--- src/rtl/scs_queue.sv ---
// Short FIFO between the front end and the smoother back end.
`timescale 1ns / 1ps
module scs_queue #(
    parameter int WIDTH = 8,
    parameter int DEPTH = 2
) (
    input  logic             clk,
    input  logic             rst_n,
    input  logic             push_valid,
    output logic             push_ready,
    input  logic [WIDTH-1:0] push_data,
    output logic             pop_valid,
    input  logic             pop_ready,
    output logic [WIDTH-1:0] pop_data
);

    localparam int PTR_W = (DEPTH > 1) ? $clog2(DEPTH) : 1;
    localparam int CNT_W = $clog2(DEPTH + 1);
    localparam logic [PTR_W-1:0] LAST_PTR = PTR_W'(DEPTH - 1);
    localparam logic [CNT_W-1:0] FULL_CNT = CNT_W'(DEPTH);

    logic [WIDTH-1:0] mem [DEPTH];
    logic [PTR_W-1:0] wr_ptr_reg, rd_ptr_reg;
    logic [CNT_W-1:0] count_reg;
    logic             push, pop;

    assign push_ready = (count_reg != FULL_CNT);
    assign pop_valid  = (count_reg != '0);
    assign pop_data   = mem[rd_ptr_reg];
    assign push       = push_valid && push_ready;
    assign pop        = pop_valid && pop_ready;

    always_ff @(posedge clk)
    begin
        if (push)
            mem[wr_ptr_reg] <= push_data;
    end

    always_ff @(posedge clk or negedge rst_n)
    begin
        if (!rst_n)
        begin
            wr_ptr_reg <= '0;
            rd_ptr_reg <= '0;
            count_reg  <= '0;
        end
        else
        begin
            if (push)
                wr_ptr_reg <= (wr_ptr_reg == LAST_PTR) ? '0 : wr_ptr_reg + 1'b1;
            if (pop)
                rd_ptr_reg <= (rd_ptr_reg == LAST_PTR) ? '0 : rd_ptr_reg + 1'b1;
            if (push && !pop)
                count_reg <= count_reg + 1'b1;
            else if (pop && !push)
                count_reg <= count_reg - 1'b1;
        end
    end

endmodule

--- config.mk ---
export PLATFORM = sky130hd
export DESIGN_NAME = scs_queue
export DESIGN_NICKNAME = d
export VERILOG_FILES = /design/src/rtl/scs_queue.sv
export SDC_FILE = /design/constraint.sdc
export NUM_CORES = 1
export LEC_CHECK = 0
export BUFFER_PORTS_ARGS = -buffer_cell sky130_fd_sc_hd__buf_2
export CAP_MARGIN = 20
export CORE_MARGIN = 5
export CORE_UTILIZATION = 30
export CTS_CLUSTER_SIZE = 8
export DETAILED_ROUTE_END_ITERATION = 6
export GPL_ROUTABILITY_DRIVEN = 0
export PLACE_DENSITY = 0.54
export SLEW_MARGIN = 20
export SYNTH_ARGS = -nofsm -noshare
export SYNTH_HDL_FRONTEND = slang
export SYNTH_SLANG_ARGS = --single-unit
--- constraint.sdc ---
create_clock -name clk -period 3.5 [get_ports clk]
set_input_delay 0.175 -clock clk [delete_from_list [all_inputs] [get_ports clk]]
set_output_delay 0.175 -clock clk [all_outputs]
set_load 0.01 [all_outputs]
Yosys cells after proc, flatten, opt, wreduce, memory -nomap -nowiden
Memories as Yosys holds them, arrays and structs flattened. Cells that the tools add are included.

Register bits after elaboration: 4. Output and inout port bits: 10. Logic and storage cells: 23. Memories kept: 1. Bits of input ports: 12. Bits in writable memories: 16.

Memory list: mem (words 2, width 8, read ports 1, clocked after Yosys merged registers in 0, write ports 1, RTL line 22) `logic [WIDTH-1:0] mem [DEPTH];`.

Eq/ne operators: 1. Mux-type cells: 6. $add $sub $neg: 4. Reduce and logical (&&, ||, !) cells: 8.

Operator list (count): logical AND 1 bit (4); 2-to-1 mux 1 bit (4); 2-to-1 mux 2 bit (2); nonzero test 2 bit (2); adder 1 bit (second input constant) (2); adder 2 x 1 -> 2 bit (second input constant) (1); zero test 1 bit (2); inequality test 2 bit (second input constant) (1); subtractor 2 x 1 -> 2 bit (second input constant) (1).

Longest topological paths before layout
Gate-level depths: netlist of run 1.

Word-level depth: 6. Mapped depth: 7. Depth with buffers taken out: 7.

Least setup slack after synthesis of run 1
OpenSTA, ideal clock, no wires.

Path type: flip-flop to flip-flop. From: register count_reg[0]. To: memory mem[0][0], enable pin. Buffers on the path: 0. Arrival: 1016 ps. Setup slack: 2114 ps. Stages on the path, launching flop included: 4. Library setup time: 370 ps. Clock period less this slack: 1386 ps. Data required time: 3130 ps. Path through: dfrtp_1 nand2b_4 nand2_1 nor2_1.

Word-level cells in the longest chain between the ends: 4.

Ends and longest elaborated chain: start: declaration (RTL line 24) `logic [CNT_W-1:0] count_reg;`; start signal: assignment (RTL line 54) `count_reg <= count_reg + 1'b1;`; start signal: assignment (RTL line 56) `count_reg <= count_reg - 1'b1;`; inequality test 2 bit (RTL line 27) `assign push_ready = (count_reg != FULL_CNT);`; via push_ready (RTL line 10) `output logic push_ready,`; logical AND 1 bit (RTL line 30) `assign push = push_valid && push_ready;`; 2-to-1 mux 1 bit (RTL line 35) `if (push)`; 2-to-1 mux 1 bit (implied by the code) (RTL line 36) `mem[wr_ptr_reg] <= push_data;`; end: declaration (RTL line 22).

The timed path passes the listed nets, and every way through them passes these cells.

Final worst setup path of run 1
From: register rd_ptr_reg. To: output pop_data[6].

Word-level cells in the longest chain between the ends: 1.

Ends and longest elaborated chain: start: declaration (RTL line 23) `logic [PTR_W-1:0] wr_ptr_reg, rd_ptr_reg;`; start signal: assignment (RTL line 52) `rd_ptr_reg <= (rd_ptr_reg == LAST_PTR) ? '0 : rd_ptr_reg + 1'b1;`; memory read (2 x 8 bit); end: declaration (RTL line 14) `output logic [WIDTH-1:0] pop_data`.

Every way passes these cells.

==> flow_summary.toml, run 1 <==
[sta]
setup_tns_ns = 0
maxSlewViolCount = 0
period_share_pct = 45.4
relSlewSlack_pct = 55.7
hold_violations = 0
finalCriticalPeriod_ns = 1.59
max_slew.worst_pin.slew_ns = 0.663
clock_skew_ns = 0.00945
grt_setup_unrepaired = "no"
setup_viol = 0
fmax_mhz = 629
setup_ws_ns = 1.91

[clocking]
clk_latency_ns = 0.30
post_cts_buffers = 0
h-tree-depth = 1
clockBufferDepth = 2
cts-root-buf = "clkbuf_4"
cts_sinks = 20
cts_made_buffers = 3
clk_pin_slew_ns = 0.12
cts_tree = "yes"

[yosys]
syn_avg_cell_area_sq_um = 18.3
ys_types = 14
netlist_area_sq_um = 787
synth_area_leaders = "edfxtp_1, dfrtp_1, mux2_2"
synth_top_area_share_pct = 61.0
syn_nets = 56
synth_cells = 43
yosysWarnings = 0
yosysSeqAreaShare_pct = 73.8
ys_ff_latch = 20
synth_area_leader_cell = "edfxtp_1"

[global_routing]
grt_max_degree = 13
grt_pass1_wl_um = 2010
globalRouteOverflowTotal = 0
grt.total_usage_pct = 7.86
grtUsageMet1_pct = 9.10
grt_use_met2_pct = 12.1
antenna_found_initial = 0
grt_busiest_layer = "met2"
grt_util_met3_pct = 3.35
grt_pass1_vias = 446

[setup_path]
max_stage_delay_ns = 0.60
reg2reg_to = "mem[0][1]"
critPathKind = "reg2out"
endpoint_kind = "output pin"
path_cells = "mux2_2, buf_2"
cp-start-kind = "flip-flop"
critPathLaunch = "rd_ptr_reg"
endpoint = "pop_data[6]"
cp.arrival_ns = 1.41
r2r_cells = 3
rrSetupSlack_ns = 1.93
crit-reg2reg-launch = "count_reg[0]"
required_ns = 3.32
cpMaxStageDelayCell = "dfrtp_1"
crit_fanout = 9

[drt]
viasPerCell = 4.29
wire_per_inst_um = 12.8
num_vias = 420
drtPass1Iterations = 5
wirelength_um = 1260
drcViolationCount = 0
drtIter0Drc = 7
ant_nets = 0

[floorplanning]
fp-row-count = 18
die_y_um = 61.2
num_io_pins = 22
core_sq_um = 2500
dieArea_sq_um = 3750
start_util_pct = 31.5
die_w_um = 61.2

[outcome]
outcome = "finished clean"

[placement]
placed_cell_area_sq_um = 925
dp_hpwl_um = 923
dp_slack_ns = 1.91
portBuffers = 21

[power]
pwr-share-clk_pct = 22.4
switching_share_pct = 29.0
max-vdd-ir-drop_uv = 395
p_comb_share_pct = 31.3
power_uw = 828
powerDensity_nw_per_um2 = 839
cellLeakagePower_nw = 0.401
power.switching_uw = 240
p_int_uw = 588
pwr-share-seq_pct = 46.3

[layout]
antenna_cells = 0
final_nets = 82
n_fill_cell = 234
largest_reg_flops = 16
final_util_pct = 39.5
drive_gt1_share_pct = 52.9
area_delta_synth_final_pct = 25.4
final_cell_area_sq_um = 987

[flow_run]
maxCapViolCount = 0

[worst_hold_path]
hold_class = "in2reg"
-- worst min-delay path by stage --
stage	from	to	slack, ns	cells past startpoint
finish	push_data[4]	mem[0][4]	0.06	1
CTS	push_data[4]	mem[0][4]	0.04	1
global placement	rst_n	count_reg[1]	-0.01	1
detailed placement	rst_n	count_reg[0]	-0.01	1
global route	push_data[4]	mem[1][4]	0.03	1
floorplan	rst_n	count_reg[0]	-0.12	0
-- what timing repair did --
action	CTS	global route
resized for setup	0	0
hold buffers	1	0
endpoints found under the hold margin	4	0
-- cells in the final DEF (no fill, tap or decap), drive strengths merged --
cell,n
nand2,2
bufinv,1
clkbuf,3
inv,1
dfrtp,4
dlygate4sd3,1
or2,1
xor2,2
edfxtp,16
buf,21
ha,1
nor2,2
and3,1
nand2b,1
mux2,8
xnor2,3
-- kinds of logic (layout without fill, tap and decap cells) --
kind of cell,after synthesis,after routing,synth area share [%]
buf+inv,2,27,1.11
fa+ha+maj,1,1,1.59
simple gates,7,7,6.52
mux,8,8,11.4
xor+xnor,5,5,5.57
flops,20,20,73.8
-- cell type report --
type                       count  area (sq um)  share of cell area (%)
clock buffer                   3          22.5                    2.28
clock inverter                 1          30.0                    3.04
inverter                       1          3.75                   0.380
multi-input combinational     21           198                    20.0
sequential                    20           581                    58.8
tap                           30          37.5                    3.80
timing repair buffer          22           115                    11.7
-- power by group through the flow --
stage / combinational (mW) / sequential, mW / clock (mW)
after floorplan: 0.206 / 0.362 / 0
final: 0.260 / 0.383 / 0.186
after global placement: 0.264 / 0.388 / 0
after CTS: 0.267 / 0.385 / 0.193
after detailed placement: 0.265 / 0.391 / 0
after global routing: 0.288 / 0.393 / 0.202
-- critical path, delay by kind of cell (launching register included) --
family / cells / cell delay [ns]
buf+inv: 1 / 0.14
flops: 1 / 0.60
mux: 1 / 0.38
-- Yosys cell counts --
cell	instances
and3_1	1
buf_2	1
dfrtp_1	4
edfxtp_1	16
ha_1	1
inv_1	1
mux2_2	8
nand2_1	1
nand2_4	1
nand2b_4	1
nor2_1	2
or2_4	1
xnor2_1	3
xor2_1	2
-- routing by layer --
layer / vias to the layer above / part of all wire, %
met2: 16 / 51
li1: 205 / -
met4: 0 / 0
met3: 0 / 8.0
met5: - / 0
met1: 199 / 41
-- stage by stage --
stage,hold slack (ns),instances
global route,0.0334,98
global placement,-0.0126,93
finish,0.0579,98
floorplan,-0.121,43
detailed placement,-0.0115,93
CTS,0.0446,98
Note: power is estimated with default switching activity, not from simulation.
==> run 2: changes to the inputs <==
- ABC_AREA: default -> 1
- PLACE_DENSITY: 0.54 -> 0.55
- clock period: 3.5 -> 1.4 ns (I/O delays scaled with it)
==> flow_summary.toml, run 2 <==
[clocking]
clockBufferDepth = 2
cts_tree = "yes"
cts_sinks = 20
cts_made_buffers = 3
clk_pin_slew_ns = 0.10
h-tree-depth = 1
clk_latency_ns = 0.29
cts-root-buf = "clkbuf_4"

[setup_path]
rrSetupSlack_ns = 0.13
r2r_cells = 8
endpoint_kind = "flip-flop"
cp-start-kind = "flip-flop"
crit_fanout = 4
cp.arrival_ns = 1.47
critPathKind = "reg2reg"
required_ns = 1.60

[yosys]
syn_nets = 83
async_flop_share_pct = 20.0
yosysSeqAreaShare_pct = 70.2
synth_top_area_share_pct = 58.1
netlist_area_sq_um = 827
synth_cells = 70
synth_area_leader_cell = "edfxtp_1"
ys_ff_latch = 20
ys_types = 14
yosys-top-cells-count = "nand2_1, edfxtp_1, dfrtp_1, inv_1, inv_2"
synth.most_common_cell = "nand2_1"
ys.flop_type = "edfxtp_1"
synth_area_leaders = "edfxtp_1, nand2_1, dfrtp_1"
syn_avg_cell_area_sq_um = 11.8
yosysWarnings = 0
synth_edf_count = 16

[drt]
wirelength_um = 1470
wire_per_inst_um = 10.7
drtIter0Drc = 5
ant_nets = 0
viasPerCell = 4.12
drcViolationCount = 0
num_vias = 564
drtPass1Iterations = 2

[sta]
setup_viol = 0
hold_violations = 0
grt_setup_unrepaired = "no"
setup_tns_ns = 0
fmax_mhz = 787
finalCriticalPeriod_ns = 1.27
maxSlewViolCount = 0
max_slew.worst_pin.slew_ns = 0.222
period_share_pct = 90.8
relSlewSlack_pct = 85.2
clock_skew_ns = 0.00188

[power]
cellLeakagePower_nw = 0.508
powerDensity_nw_per_um2 = 1860
max-vdd-ir-drop_uv = 729

[placement]
portBuffers = 21
dp_hpwl_um = 1020
placed_cell_area_sq_um = 975

[layout]
area_delta_synth_final_pct = 34.9
largest_reg_flops = 16
multi_input_area_sq_um = 221
final_cell_area_sq_um = 1120
ff_latch_area_sq_um = 583
antenna_cells = 0
final_nets = 120
final_cell_mix = "nand2_1, buf_2, edfxtp_1"
final_common_cell = "nand2_1"
n_fill_cell = 278
drive_gt1_share_pct = 36.8

[worst_hold_path]
hold_class = "in2reg"
hold_depth = 3

[outcome]
outcome = "finished clean"

[floorplanning]
dieArea_sq_um = 3910
die_w_um = 62.5
fp-row-count = 19
num_io_pins = 22
die_y_um = 62.5
start_util_pct = 30.5
core_sq_um = 2710

[global_routing]
antenna_found_initial = 0
globalRouteOverflowTotal = 0
grt_pass1_wl_um = 2350
grt_pass1_vias = 537
grt_max_degree = 12
grt.total_usage_pct = 7.93

[flow_run]
maxCapViolCount = 0
run 2: changes by cell type after synthesis, sizes merged:
cell | before | now
nand2 | 2 | 34
mux2 | 8 | 0
inv | 1 | 7
nand3 | 0 | 2
xnor2 | 3 | 1
and3 | 1 | 0
nand2b | 1 | 0
nand4 | 0 | 1
or2 | 1 | 0
xor2 | 2 | 1
run 2: layout make-up:
type,instances,area share [%]
inverters,7,2.58
well taps,31,3.48
repair buffers,33,19.5
clock inverters,1,0.336
flip-flops and latches,20,52.2
clock buffers,3,2.02
multi-input cells,42,19.8
run 2: critical path: stages (launching register included):
cell and delay, ns:
dfrtp_1 0.42, inv_2 0.10, nand2_4 0.06, nand2_4 0.07, inv_1 0.07, ha_4 0.27
inv_2 0.04, nand4_1 0.09, nand2_1 0.06
run 2: final timing paths:
kind                         startpoint           end
max                        count_reg[0]  count_reg[1]
min                           pop_ready    rd_ptr_reg
max reg2reg                count_reg[0]  count_reg[1]
min reg2reg                count_reg[0]  count_reg[0]
max in group asynchronous         rst_n  count_reg[1]
min in group asynchronous         rst_n  count_reg[0]
run 2: cells by family (layout without fill, tap and decap cells):
logic type / Yosys count / in the layout / synth area share, %
xor+xnor: 2 / 2 / 3.03
fa+ha+maj: 1 / 1 / 1.51
simple gates: 39 / 39 / 20.7
flops: 20 / 20 / 70.2
buf+inv: 8 / 44 / 4.54
run 2: layer usage:
layer / track usage [%] / up-vias / routed length, um
met5: 0 / - / 0
met4: 6.37 / 0 / 46
met3: 2.52 / 6 / 70
met2: 12.8 / 10 / 758
met1: 8.36 / 253 / 595
li1: - / 295 / -
run 2: what timing repair did:
| action | 4_1_cts | 5_1_grt |
|---|---|---|
| hold buffers | 9 | 0 |
| setup endpoints to repair | 8 | 3 |
| hold endpoints to repair | 20 | 0 |
| gates resized for setup | 1 | 4 |
| cloned | 0 | 0 |
| setup buffers | 0 | 1 |
run 2: metrics by stage:
step	hold slack, ns	setup slack (ns)	cells	power [mW]	utilization [%]
floorplan	-0.226	0.0771	70	1.48	-
global placement	-0.115	0.0949	123	1.73	36.0
finish	0.0314	0.129	137	2.08	41.2
detailed placement	-0.118	0.0513	123	1.75	36.0
CTS	0.0240	0.0411	136	2.05	40.3
global route	0.0424	0.0277	137	2.25	41.2
run 2: where the power goes:
group	internal (mW)	total, mW	switching, mW
Sequential	0.834	0.948	0.114
Combinational	0.363	0.865	0.502
Clock	0.104	0.266	0.163
Total	1.30	2.08	0.779
