==> config.mk <==
export PLATFORM = sky130hd
export DESIGN_NAME = scs_back_flat
export DESIGN_NICKNAME = d
export VERILOG_FILES = /design/src/rtl/scs_pkg.sv /design/src/rtl/scs_ifs.sv /design/src/rtl/scs_back.sv /design/src/flat_wrapper.sv
export SDC_FILE = /design/constraint.sdc
export NUM_CORES = 2
export LEC_CHECK = 0
export ABC_AREA = 1
export BUFFER_PORTS_ARGS = -buffer_cell sky130_fd_sc_hd__buf_2
export CORE_ASPECT_RATIO = 1.1
export CORE_MARGIN = 2
export CORE_UTILIZATION = 65
export CTS_BUF_LIST = sky130_fd_sc_hd__clkbuf_8
export DETAILED_ROUTE_END_ITERATION = 10
export GPL_TIMING_DRIVEN = 0
export PLACE_DENSITY = 0.8
export SYNTH_ARGS = -nofsm -noshare
export SYNTH_HDL_FRONTEND = slang
export SYNTH_SLANG_ARGS = --single-unit
export TNS_END_PERCENT = 50
==> constraint.sdc <==
create_clock -name clk -period 11.25 [get_ports clk]
set_clock_uncertainty 0.1 [all_clocks]
set_input_delay 0.5625 -clock clk [delete_from_list [all_inputs] [get_ports clk]]
set_output_delay 0.5625 -clock clk [all_outputs]
set_load 0.005 [all_outputs]
==> src/rtl/scs_pkg.sv <==
// Shared types and constants for the slewed channel subtractor.
`timescale 1ns / 1ps
package scs_pkg;

    localparam int DEFAULT_MAX_CHANNELS = 8;
    localparam int DEFAULT_SAMPLE_BITS  = 24;

    localparam int CH_W       = 3;
    localparam int CFG_IDX_W  = 2;
    localparam int ALPHA_W    = 17;
    localparam int ALPHA_FRAC = 16;

    localparam logic [ALPHA_W-1:0] ALPHA_ONE = ALPHA_W'(65536);

    localparam logic [CFG_IDX_W-1:0] CFG_B_MODE      = 2'd0;
    localparam logic [CFG_IDX_W-1:0] CFG_SLEW_ENABLE = 2'd1;
    localparam logic [CFG_IDX_W-1:0] CFG_SMOOTHING   = 2'd2;

    typedef struct packed {
        logic                b_mode;
        logic                slew_enable;
        logic [ALPHA_W-1:0]  alpha;
    } cfg_t;

    // Classification of one queued transaction
    typedef struct packed {
        logic update;      // smoother advances on this transaction
        logic use_shared;  // shared smoother instead of the channel slot
    } ctrl_t;

    localparam int CTRL_W = $bits(ctrl_t);

endpackage

==> src/rtl/scs_ifs.sv <==


interface scs_out_if import scs_pkg::*; #(
    parameter int SAMPLE_BITS = DEFAULT_SAMPLE_BITS
);
    logic                          valid;
    logic                          ready;
    logic [CH_W-1:0]               channel_out;
    logic signed [SAMPLE_BITS-1:0] difference;

    modport source (output valid, output channel_out, output difference, input ready);
    modport sink   (input valid, input channel_out, input difference, output ready);
endinterface


==> src/rtl/scs_back.sv <==
// Back end: one-pole smoother update, then saturated subtraction and output register.
`timescale 1ns / 1ps
module scs_back import scs_pkg::*; #(
    parameter int SAMPLE_BITS = DEFAULT_SAMPLE_BITS,
    parameter int STATE_DEPTH = DEFAULT_MAX_CHANNELS,
    parameter int SLOT_W      = 3,
    parameter int QW          = CH_W + CTRL_W + SLOT_W + 2 * SAMPLE_BITS
) (
    input  logic           clk,
    input  logic           rst_n,
    input  cfg_t           cfg_q,
    input  logic           pop_valid,
    output logic           pop_ready,
    input  logic [QW-1:0]  pop_data,
    scs_out_if.source      results
);

    localparam int S    = SAMPLE_BITS;
    localparam int PW   = S + 1 + ALPHA_W + 1;
    localparam logic signed [S-1:0] SMAX = {1'b0, {(S-1){1'b1}}};
    localparam logic signed [S-1:0] SMIN = {1'b1, {(S-1){1'b0}}};
    localparam logic signed [PW-1:0] ROUND_HALF = PW'(1) <<< (ALPHA_FRAC - 1);

    logic [CH_W-1:0]         q_ch;
    ctrl_t                   q_ctrl;
    logic [SLOT_W-1:0]       q_slot;
    logic signed [S-1:0]     q_a, q_b;

    assign {q_ch, q_ctrl, q_slot, q_a, q_b} = pop_data;

    // Smoother state
    logic signed [S-1:0]     chan_state_reg [STATE_DEPTH];
    logic [STATE_DEPTH-1:0]  chan_primed_reg;
    logic signed [S-1:0]     shared_state_reg;
    logic                    shared_primed_reg;

    // Pipeline registers
    logic                    mid_valid_reg;
    logic [CH_W-1:0]         mid_ch_reg;
    logic signed [S-1:0]     mid_a_reg, mid_sb_reg;
    logic                    out_valid_reg;
    logic [CH_W-1:0]         out_ch_reg;
    logic signed [S-1:0]     out_diff_reg;

    logic                    out_adv, pop;
    logic signed [S-1:0]     state;
    logic                    primed;
    logic [ALPHA_W-1:0]      alpha;
    logic signed [S:0]       delta;
    logic signed [PW-1:0]    prod, rounded, step;
    logic signed [S:0]       sum;
    logic signed [S-1:0]     state_next, sb;
    logic signed [S:0]       diff_wide;
    logic signed [S-1:0]     diff_sat;

    assign out_adv   = !out_valid_reg || results.ready;
    assign pop_ready = !mid_valid_reg || out_adv;
    assign pop       = pop_valid && pop_ready;

    always_comb
    begin
        state  = q_ctrl.use_shared ? shared_state_reg  : chan_state_reg[q_slot];
        primed = q_ctrl.use_shared ? shared_primed_reg : chan_primed_reg[q_slot];
        alpha  = (cfg_q.alpha > ALPHA_ONE) ? ALPHA_ONE : cfg_q.alpha;
        delta  = (S + 1)'(q_b) - (S + 1)'(state);
        prod   = PW'(delta) * $signed(PW'({1'b0, alpha}));
        // Arithmetic shift floors, which with the half added rounds half up
        rounded = prod + ROUND_HALF;
        step    = rounded >>> ALPHA_FRAC;
        sum     = (S + 1)'(state) + step[S:0];
        if (!primed || !cfg_q.slew_enable)
            state_next = q_b;
        else
            state_next = sum[S-1:0];
        if (q_ctrl.update)
            sb = state_next;
        else
            sb = primed ? state : q_b;
    end

    always_comb
    begin
        diff_wide = (S + 1)'(mid_a_reg) - (S + 1)'(mid_sb_reg);
        if (diff_wide[S] != diff_wide[S-1])
            diff_sat = diff_wide[S] ? SMIN : SMAX;
        else
            diff_sat = diff_wide[S-1:0];
    end

    always_ff @(posedge clk)
    begin
        if (pop && q_ctrl.update)
        begin
            if (q_ctrl.use_shared)
                shared_state_reg <= state_next;
            else
                chan_state_reg[q_slot] <= state_next;
        end
        if (pop)
        begin
            mid_ch_reg <= q_ch;
            mid_a_reg  <= q_a;
            mid_sb_reg <= sb;
        end
        if (out_adv && mid_valid_reg)
        begin
            out_ch_reg   <= mid_ch_reg;
            out_diff_reg <= diff_sat;
        end
    end

    always_ff @(posedge clk or negedge rst_n)
    begin
        if (!rst_n)
        begin
            chan_primed_reg   <= '0;
            shared_primed_reg <= 1'b0;
            mid_valid_reg     <= 1'b0;
            out_valid_reg     <= 1'b0;
        end
        else
        begin
            if (pop && q_ctrl.update)
            begin
                if (q_ctrl.use_shared)
                    shared_primed_reg <= 1'b1;
                else
                    chan_primed_reg[q_slot] <= 1'b1;
            end
            if (pop)
                mid_valid_reg <= 1'b1;
            else if (out_adv)
                mid_valid_reg <= 1'b0;
            if (out_adv)
                out_valid_reg <= mid_valid_reg;
        end
    end

    assign results.valid       = out_valid_reg;
    assign results.channel_out = out_ch_reg;
    assign results.difference  = out_diff_reg;

endmodule

==> src/flat_wrapper.sv <==
// flat-port wrapper written by rule: the top's interface ports become plain ports
module scs_back_flat import scs_pkg::*;
#(
    parameter int SAMPLE_BITS = DEFAULT_SAMPLE_BITS,
    parameter int STATE_DEPTH = DEFAULT_MAX_CHANNELS,
    parameter int SLOT_W      = 3,
    parameter int QW          = CH_W + CTRL_W + SLOT_W + 2 * SAMPLE_BITS
)
  (clk, rst_n, cfg_q, pop_valid, pop_ready, pop_data, results_valid, results_channel_out, results_difference, results_ready);
  scs_out_if #(.SAMPLE_BITS(SAMPLE_BITS)) results_i ();
  input  logic clk;
  input  logic rst_n;
  input  cfg_t cfg_q;
  input  logic pop_valid;
  output logic pop_ready;
  input  logic [QW-1:0] pop_data;
  output wire logic [$bits(results_i.valid)-1:0] results_valid;
  output wire logic [$bits(results_i.channel_out)-1:0] results_channel_out;
  output wire logic [$bits(results_i.difference)-1:0] results_difference;
  input wire logic [$bits(results_i.ready)-1:0] results_ready;
  assign results_valid = results_i.valid;
  assign results_channel_out = results_i.channel_out;
  assign results_difference = results_i.difference;
  assign results_i.ready = results_ready;
  scs_back #(.SAMPLE_BITS(SAMPLE_BITS), .STATE_DEPTH(STATE_DEPTH), .SLOT_W(SLOT_W), .QW(QW)) u_core (.clk(clk), .rst_n(rst_n), .cfg_q(cfg_q), .pop_valid(pop_valid), .pop_ready(pop_ready), .pop_data(pop_data), .results(results_i));
endmodule
After elaboration in Yosys (flattened, before gate mapping)
Memory sizes are Yosys's and may differ from the RTL's.
Index checks and enable logic that the tools add are counted.
{ "classes": {"n_addsub": 4, "n_mul": 1, "n_lt_le_gt_ge": 3, "n_eq_ne": 1, "n_mux": 17, "bitwise": 2, "n_reduce_logical": 14} }
{ "ops": {"columns": ["cell", "n"], "rows": [
  ["24-bit 2-to-1 mux", 6],
  ["24-bit by 24-bit subtractor with 25-bit output", 2],
  ["40-bit by 17-bit adder with 40-bit output (second input constant)", 1],
  ["25-bit by 18-bit multiplier with 40-bit output", 1],
  ["24-bit adder", 1],
  ["17-bit > comparator (second input constant)", 1],
  ["17-bit 2-to-1 mux", 1],
  ["1-bit 2-to-1 mux", 8],
  ["8-bit OR", 1],
  ["1-bit logical AND", 4],
  ["1-bit zero test", 4],
  ["3-bit by 4-bit less-than comparator with 1-bit output (second input constant)", 1],
  ["2-bit AND reduction", 2],
  ["1-bit binary-select mux with 3-bit select", 1],
  ["1-bit demux with 3-bit select", 1],
  ["3-bit by 1-bit >= comparator with 1-bit output (second input constant)", 1],
  ["1-bit logical OR", 3],
  ["2-bit nonzero test", 1],
  ["1-bit inequality test", 1],
  ["1-bit NOT", 1]
]} }
{ "totals": {"regBits": 113, "ramBits": 192, "inputBits": 79, "out_inout_bits": 29, "n_memories": 1} }
{ "memory_table": {"columns": ["name", "depth", "word_bits", "rd", "rd_clocked_by_memory_dff", "write_ports", "line", "rtl"], "rows": [
  ["u_core.chan_state_reg", 8, 24, 1, 0, 1, "scs_back.sv:32", "logic signed [S-1:0] chan_state_reg [STATE_DEPTH];"]
]} }

Depth between registers and ports, before layout
An unclocked memory read counts as a cell.
{ "logic_depth": {"depth_word": 8, "ltp_mapped": 64, "mapped_depth_nobuf": 61} }

Worst setup path after synthesis
No wires, ideal clock.
{ "synth_path": {"path_kind": "input-to-reg", "start": "in pop_data[49]", "end": "mem u_core.chan_state_reg[0][16] (netlist name), data pin", "setup_ns": 0.279, "t_arrival_ns": 9.734, "t_required_ns": 10.871, "path_slack_ns": 1.137, "stages": 51, "path_cell_list": "buf_2 -> nand3_1 -> inv_2 -> clkbuf_1 -> a22o_1 -> a221oi_1 -> nand3b_1 -> o21ai_0 -> inv_1 -> ha_1 -> fa_1 -> inv_1 -> nand3_1 -> nand2_1 -> nand2_1 -> nand2_2 -> a21oi_2 -> o21bai_1 -> [... 15 more ...] -> a21oi_1 -> nor2_1 -> nor2_1 -> a21boi_0 -> nor2_1 -> nor2_1 -> xnor2_1 -> ha_1 -> nand2_1 -> inv_1 -> a21oi_1 -> nand2_1 -> a31oi_1 -> o21ai_0 -> nand2_1 -> nand2_1 -> xor2_1 -> a21boi_0"} }
{ "synth_between": {"elab_chain_cells": 7, "word_cells_on_any_way": 12} }
{ "synth_lines": {"columns": ["element", "line", "rtl"], "rows": [
  ["from (decl)", "flat_wrapper.sv:16", "input logic [QW-1:0] pop_data;"],
  ["memory read 8 x 24 bit", null, null],
  ["24-bit 2-to-1 mux", "scs_back.sv:62", "state = q_ctrl.use_shared ? shared_state_reg : chan_state_reg[q_slot];"],
  ["24-bit by 24-bit subtractor with 25-bit output", "scs_back.sv:65", "delta = (S + 1)'(q_b) - (S + 1)'(state);"],
  ["25-bit by 18-bit multiplier with 40-bit output", "scs_back.sv:66", "prod = PW'(delta) * $signed(PW'({1'b0, alpha}));"],
  ["40-bit by 17-bit adder with 40-bit output", "scs_back.sv:68", "rounded = prod + ROUND_HALF;"],
  ["24-bit adder", "scs_back.sv:70", "sum = (S + 1)'(state) + step[S:0];"],
  ["24-bit 2-to-1 mux (*)", "scs_back.sv:71", "if (!primed || !cfg_q.slew_enable)"],
  ["net u_core.state_next[16]", "scs_back.sv:52", "logic signed [S-1:0] state_next, sb;"],
  ["to (decl)", "scs_back.sv:32", null]
]} }
Mark *: on every way through the listed nets, which the timed path passes. The rest lies on a longest branch. The select of a mux whose other input is x is not followed.

Worst setup path in the final report
{ "layout_path": {"start": "in pop_data[49]", "end": "reg u_core.mid_sb_reg[22], data pin"} }
{ "layout_between": {"elab_chain_cells": 8, "word_cells_on_any_way": 14} }
{ "layout_lines": {"columns": ["element", "line", "rtl"], "rows": [
  ["memory read 8 x 24 bit", null, null],
  ["24-bit 2-to-1 mux", "scs_back.sv:62", null],
  ["24-bit by 24-bit subtractor with 25-bit output", "scs_back.sv:65", null],
  ["25-bit by 18-bit multiplier with 40-bit output", "scs_back.sv:66", null],
  ["40-bit by 17-bit adder with 40-bit output", "scs_back.sv:68", null],
  ["24-bit adder", "scs_back.sv:70", null],
  ["24-bit 2-to-1 mux (*)", "scs_back.sv:71", null],
  ["net u_core.state_next[22]", "scs_back.sv:52", null],
  ["24-bit 2-to-1 mux (*)", "scs_back.sv:75", "if (q_ctrl.update)"],
  ["net u_core.sb[22]", "scs_back.sv:52", null],
  ["to (signal assigned)", "scs_back.sv:103", "mid_sb_reg <= sb;"],
  ["to (decl)", "scs_back.sv:40", "logic signed [S-1:0] mid_a_reg, mid_sb_reg;"]
]} }
Marked as above.
A chain may end at the register's enable or synchronous reset.

==> impl_metrics.ini <==
[status]
status = finished, final reports clean

[timing]
hold_slack_ns = 0.0736
setup_violations = 0
finalCritPeriodShare_pct = 97.5
slew_violations = 0
hold_viol = 0
maxSlewHeadroom_pct = 22.3
post-route-min-period_ns = 10.97
worst_pin_slew_ns = 1.16
max_freq_mhz = 91.2

[synth]
synthDistinctLibCells = 62
synth-seq-cells = 305
syn_nets = 3969
ys_top_cells_by_area = edfxtp_1 (29%), fa_1 (26%), inv_1 (8.7%), ha_1 (7.9%), nand2_1 (6.6%)
ys_warn_count = 0
netlist_area_um2 = 30500
yosysTopAreaCellShare_pct = 28.9
ys_top_cells_by_count = inv_1 (704), nand2_1 (540), fa_1 (398)
ys_async_sr_fraction_pct = 3.61
post-synth-top-count-cell = inv_1
synth_top_cell_by_area = edfxtp_1
synth_edf_count = 294
synth_area_per_cell_um2 = 9.25
synth_ff_type = edfxtp_1
netlist_instances = 3299
yosysSeqAreaShare_pct = 29.8

[final_layout]
final_cell_area_um2 = 33800
area_delta_synth_final_pct = 10.8
finalNonFillerCells = 4115
n_fill_cell = 3494
largest_reg_flops = 192
final_nets = 4155
utilization_pct = 72.7
layout-drive-gt1-share_pct = 13.2

[hold_path]
hold_class = input port to flip-flop
hold_depth = 1
min_to = u_core.mid_a_reg[1]
min-delay-start = pop_data[25]

[detailed_routing]
drt_pass1_iterations = 6
post_drt_wl_per_cell_um = 21.5
route.detailed.drc = 0
drt_iter0_markers = 2329
ant_nets = 0
wl_um = 88500
viasPerCell = 5.89
dr_total_vias = 24200

[worst_setup_path]
critical_path_class = input port to flip-flop
end_kind = flip-flop
cp_common_cell = nand2_1
reg2reg_slack_ns = 0.65
crit_fanout = 10
crit_required_ns = 11.43
worstSetupStartpointType = input port
arrival_ns = 11.15
critPathTopFamily = adder cells
critPathMaxStageDelay_ns = 0.57
rr_endpoint = u_core.mid_sb_reg[22]
crit_buf_inv = 12
worstRegToRegCells = 52
rr_startpoint = u_core.chan_state_reg[3][9]
cpMaxStageDelayCell = fa_1

[floorplan]
ios = 108
die_y_um = 231
die_area_um2 = 48700
rows = 83
initial_utilization_pct = 65.6
core_um2 = 46500
die_x_um = 211

[clock_network]
cts_tree = built
cts_root_buffer = clkbuf_8
clk_latency_ns = 0.58
clk_pin_slew_ns = 0.06
numCtsBuffers = 43
clock-sinks = 305
htreeDepth = 2
clockBufferDepth = 3

[placed_design]
place_area_um2 = 31900
dp.cells = 4002
hpwlAfterDp_um = 71400
place.port_buffers = 104
gp_congestion = 1.00

[global_route]
grt_pass1_wl_um = 135000
grt_max_degree = 31
gr-total-overflow = 0
first_global_vias = 24600
grt_usage_pct = 37.0
antenna_found_initial = 2

[flow_run]
maxCapViolCount = 0
-- area by class of cell --
cell class	count	area, um^2	share of cell area (%)
Clock inverter	34	148	0.437
Antenna cell	2	5.00	0.0148
Sequential cell	305	9100	26.9
Timing Repair Buffer	141	841	2.49
Tap cell	595	744	2.20
Clock buffer	44	606	1.79
Inverter	723	2740	8.09
Buffer	92	529	1.57
Multi-Input combinational cell	2179	19100	56.5
-- repair_timing --
action                                  4_1_cts  5_1_grt
cloned                                        0        0
pin swaps                                     5       25
setup buffers                                 2       30
gates resized for setup                      62      166
endpoints found under the setup margin      197      199
hold buffers                                  1        0
endpoints found under the hold margin        11        0
-- metrics by stage --
step                setup TNS, ns  setup WS [ns]
finish                          0          0.280
detailed placement        -276.65          -2.25
CTS                             0         0.0172
global placement          -223.20          -1.94
global route                -2.15         -0.123
floorplan                       0           1.14
-- worst max path at each step --
stage	from	endpoint	slack (ns)	depth (start not counted)
floorplan	pop_data[49]	u_core.chan_state_reg[0][16]	1.14	51
finish	pop_data[49]	u_core.mid_sb_reg[22]	0.28	56
CTS	pop_data[48]	u_core.chan_state_reg[4][23]	0.02	58
global route	pop_data[48]	u_core.mid_sb_reg[21]	-0.12	56
detailed placement	pop_data[48]	u_core.chan_state_reg[2][16]	-2.25	47
global placement	pop_data[48]	u_core.chan_state_reg[0][16]	-1.94	47
-- layout by cell type (no fill, tap or decap), types with 12 or more instances in the layout --
cell        n
o21ai_2    33
xor2_1     37
inv_1     713
fa_1      397
clkbuf_1   48
edfxtp_1  294
clkinv_1   12
nor3_1     12
or2_2      19
nand3_1    77
inv_2      15
buf_4      36
nand2_2    25
a21oi_1   126
ha_1      177
o21ai_0    73
a22o_1     32
buf_2     115
nand2_1   523
o21ai_1    20
a21oi_2    21
nor2_1    354
xnor2_1    28
nand4_1    20
a221oi_1   24
clkbuf_8   45
-- routing by layer --
| layer | global-route usage, % | vias up | share of wire (%) |
|---|---|---|---|
| met4 | 15.5 | 0 | 4.4 |
| met5 | 0 | - | 0 |
| met3 | 7.28 | 237 | 11 |
| li1 | - | 10700 | - |
| met2 | 59.4 | 1355 | 47 |
| met1 | 49.8 | 11900 | 38 |
-- cell families (layout without fill, tap and decap cells) --
kind of cell | Yosys count | after routing | share of synthesized area (%)
simple gates | 1086 | 1086 | 14.5
buf+inv | 815 | 1034 | 10.3
fa+ha+maj | 591 | 591 | 34.0
compound gates | 420 | 420 | 8.76
flops | 305 | 305 | 29.8
xor+xnor | 82 | 82 | 2.47
other cells | 0 | 2 | 0
Power is not shown: default switching activity piles up to over one toggle a cycle in this logic, so the estimate is an artifact.
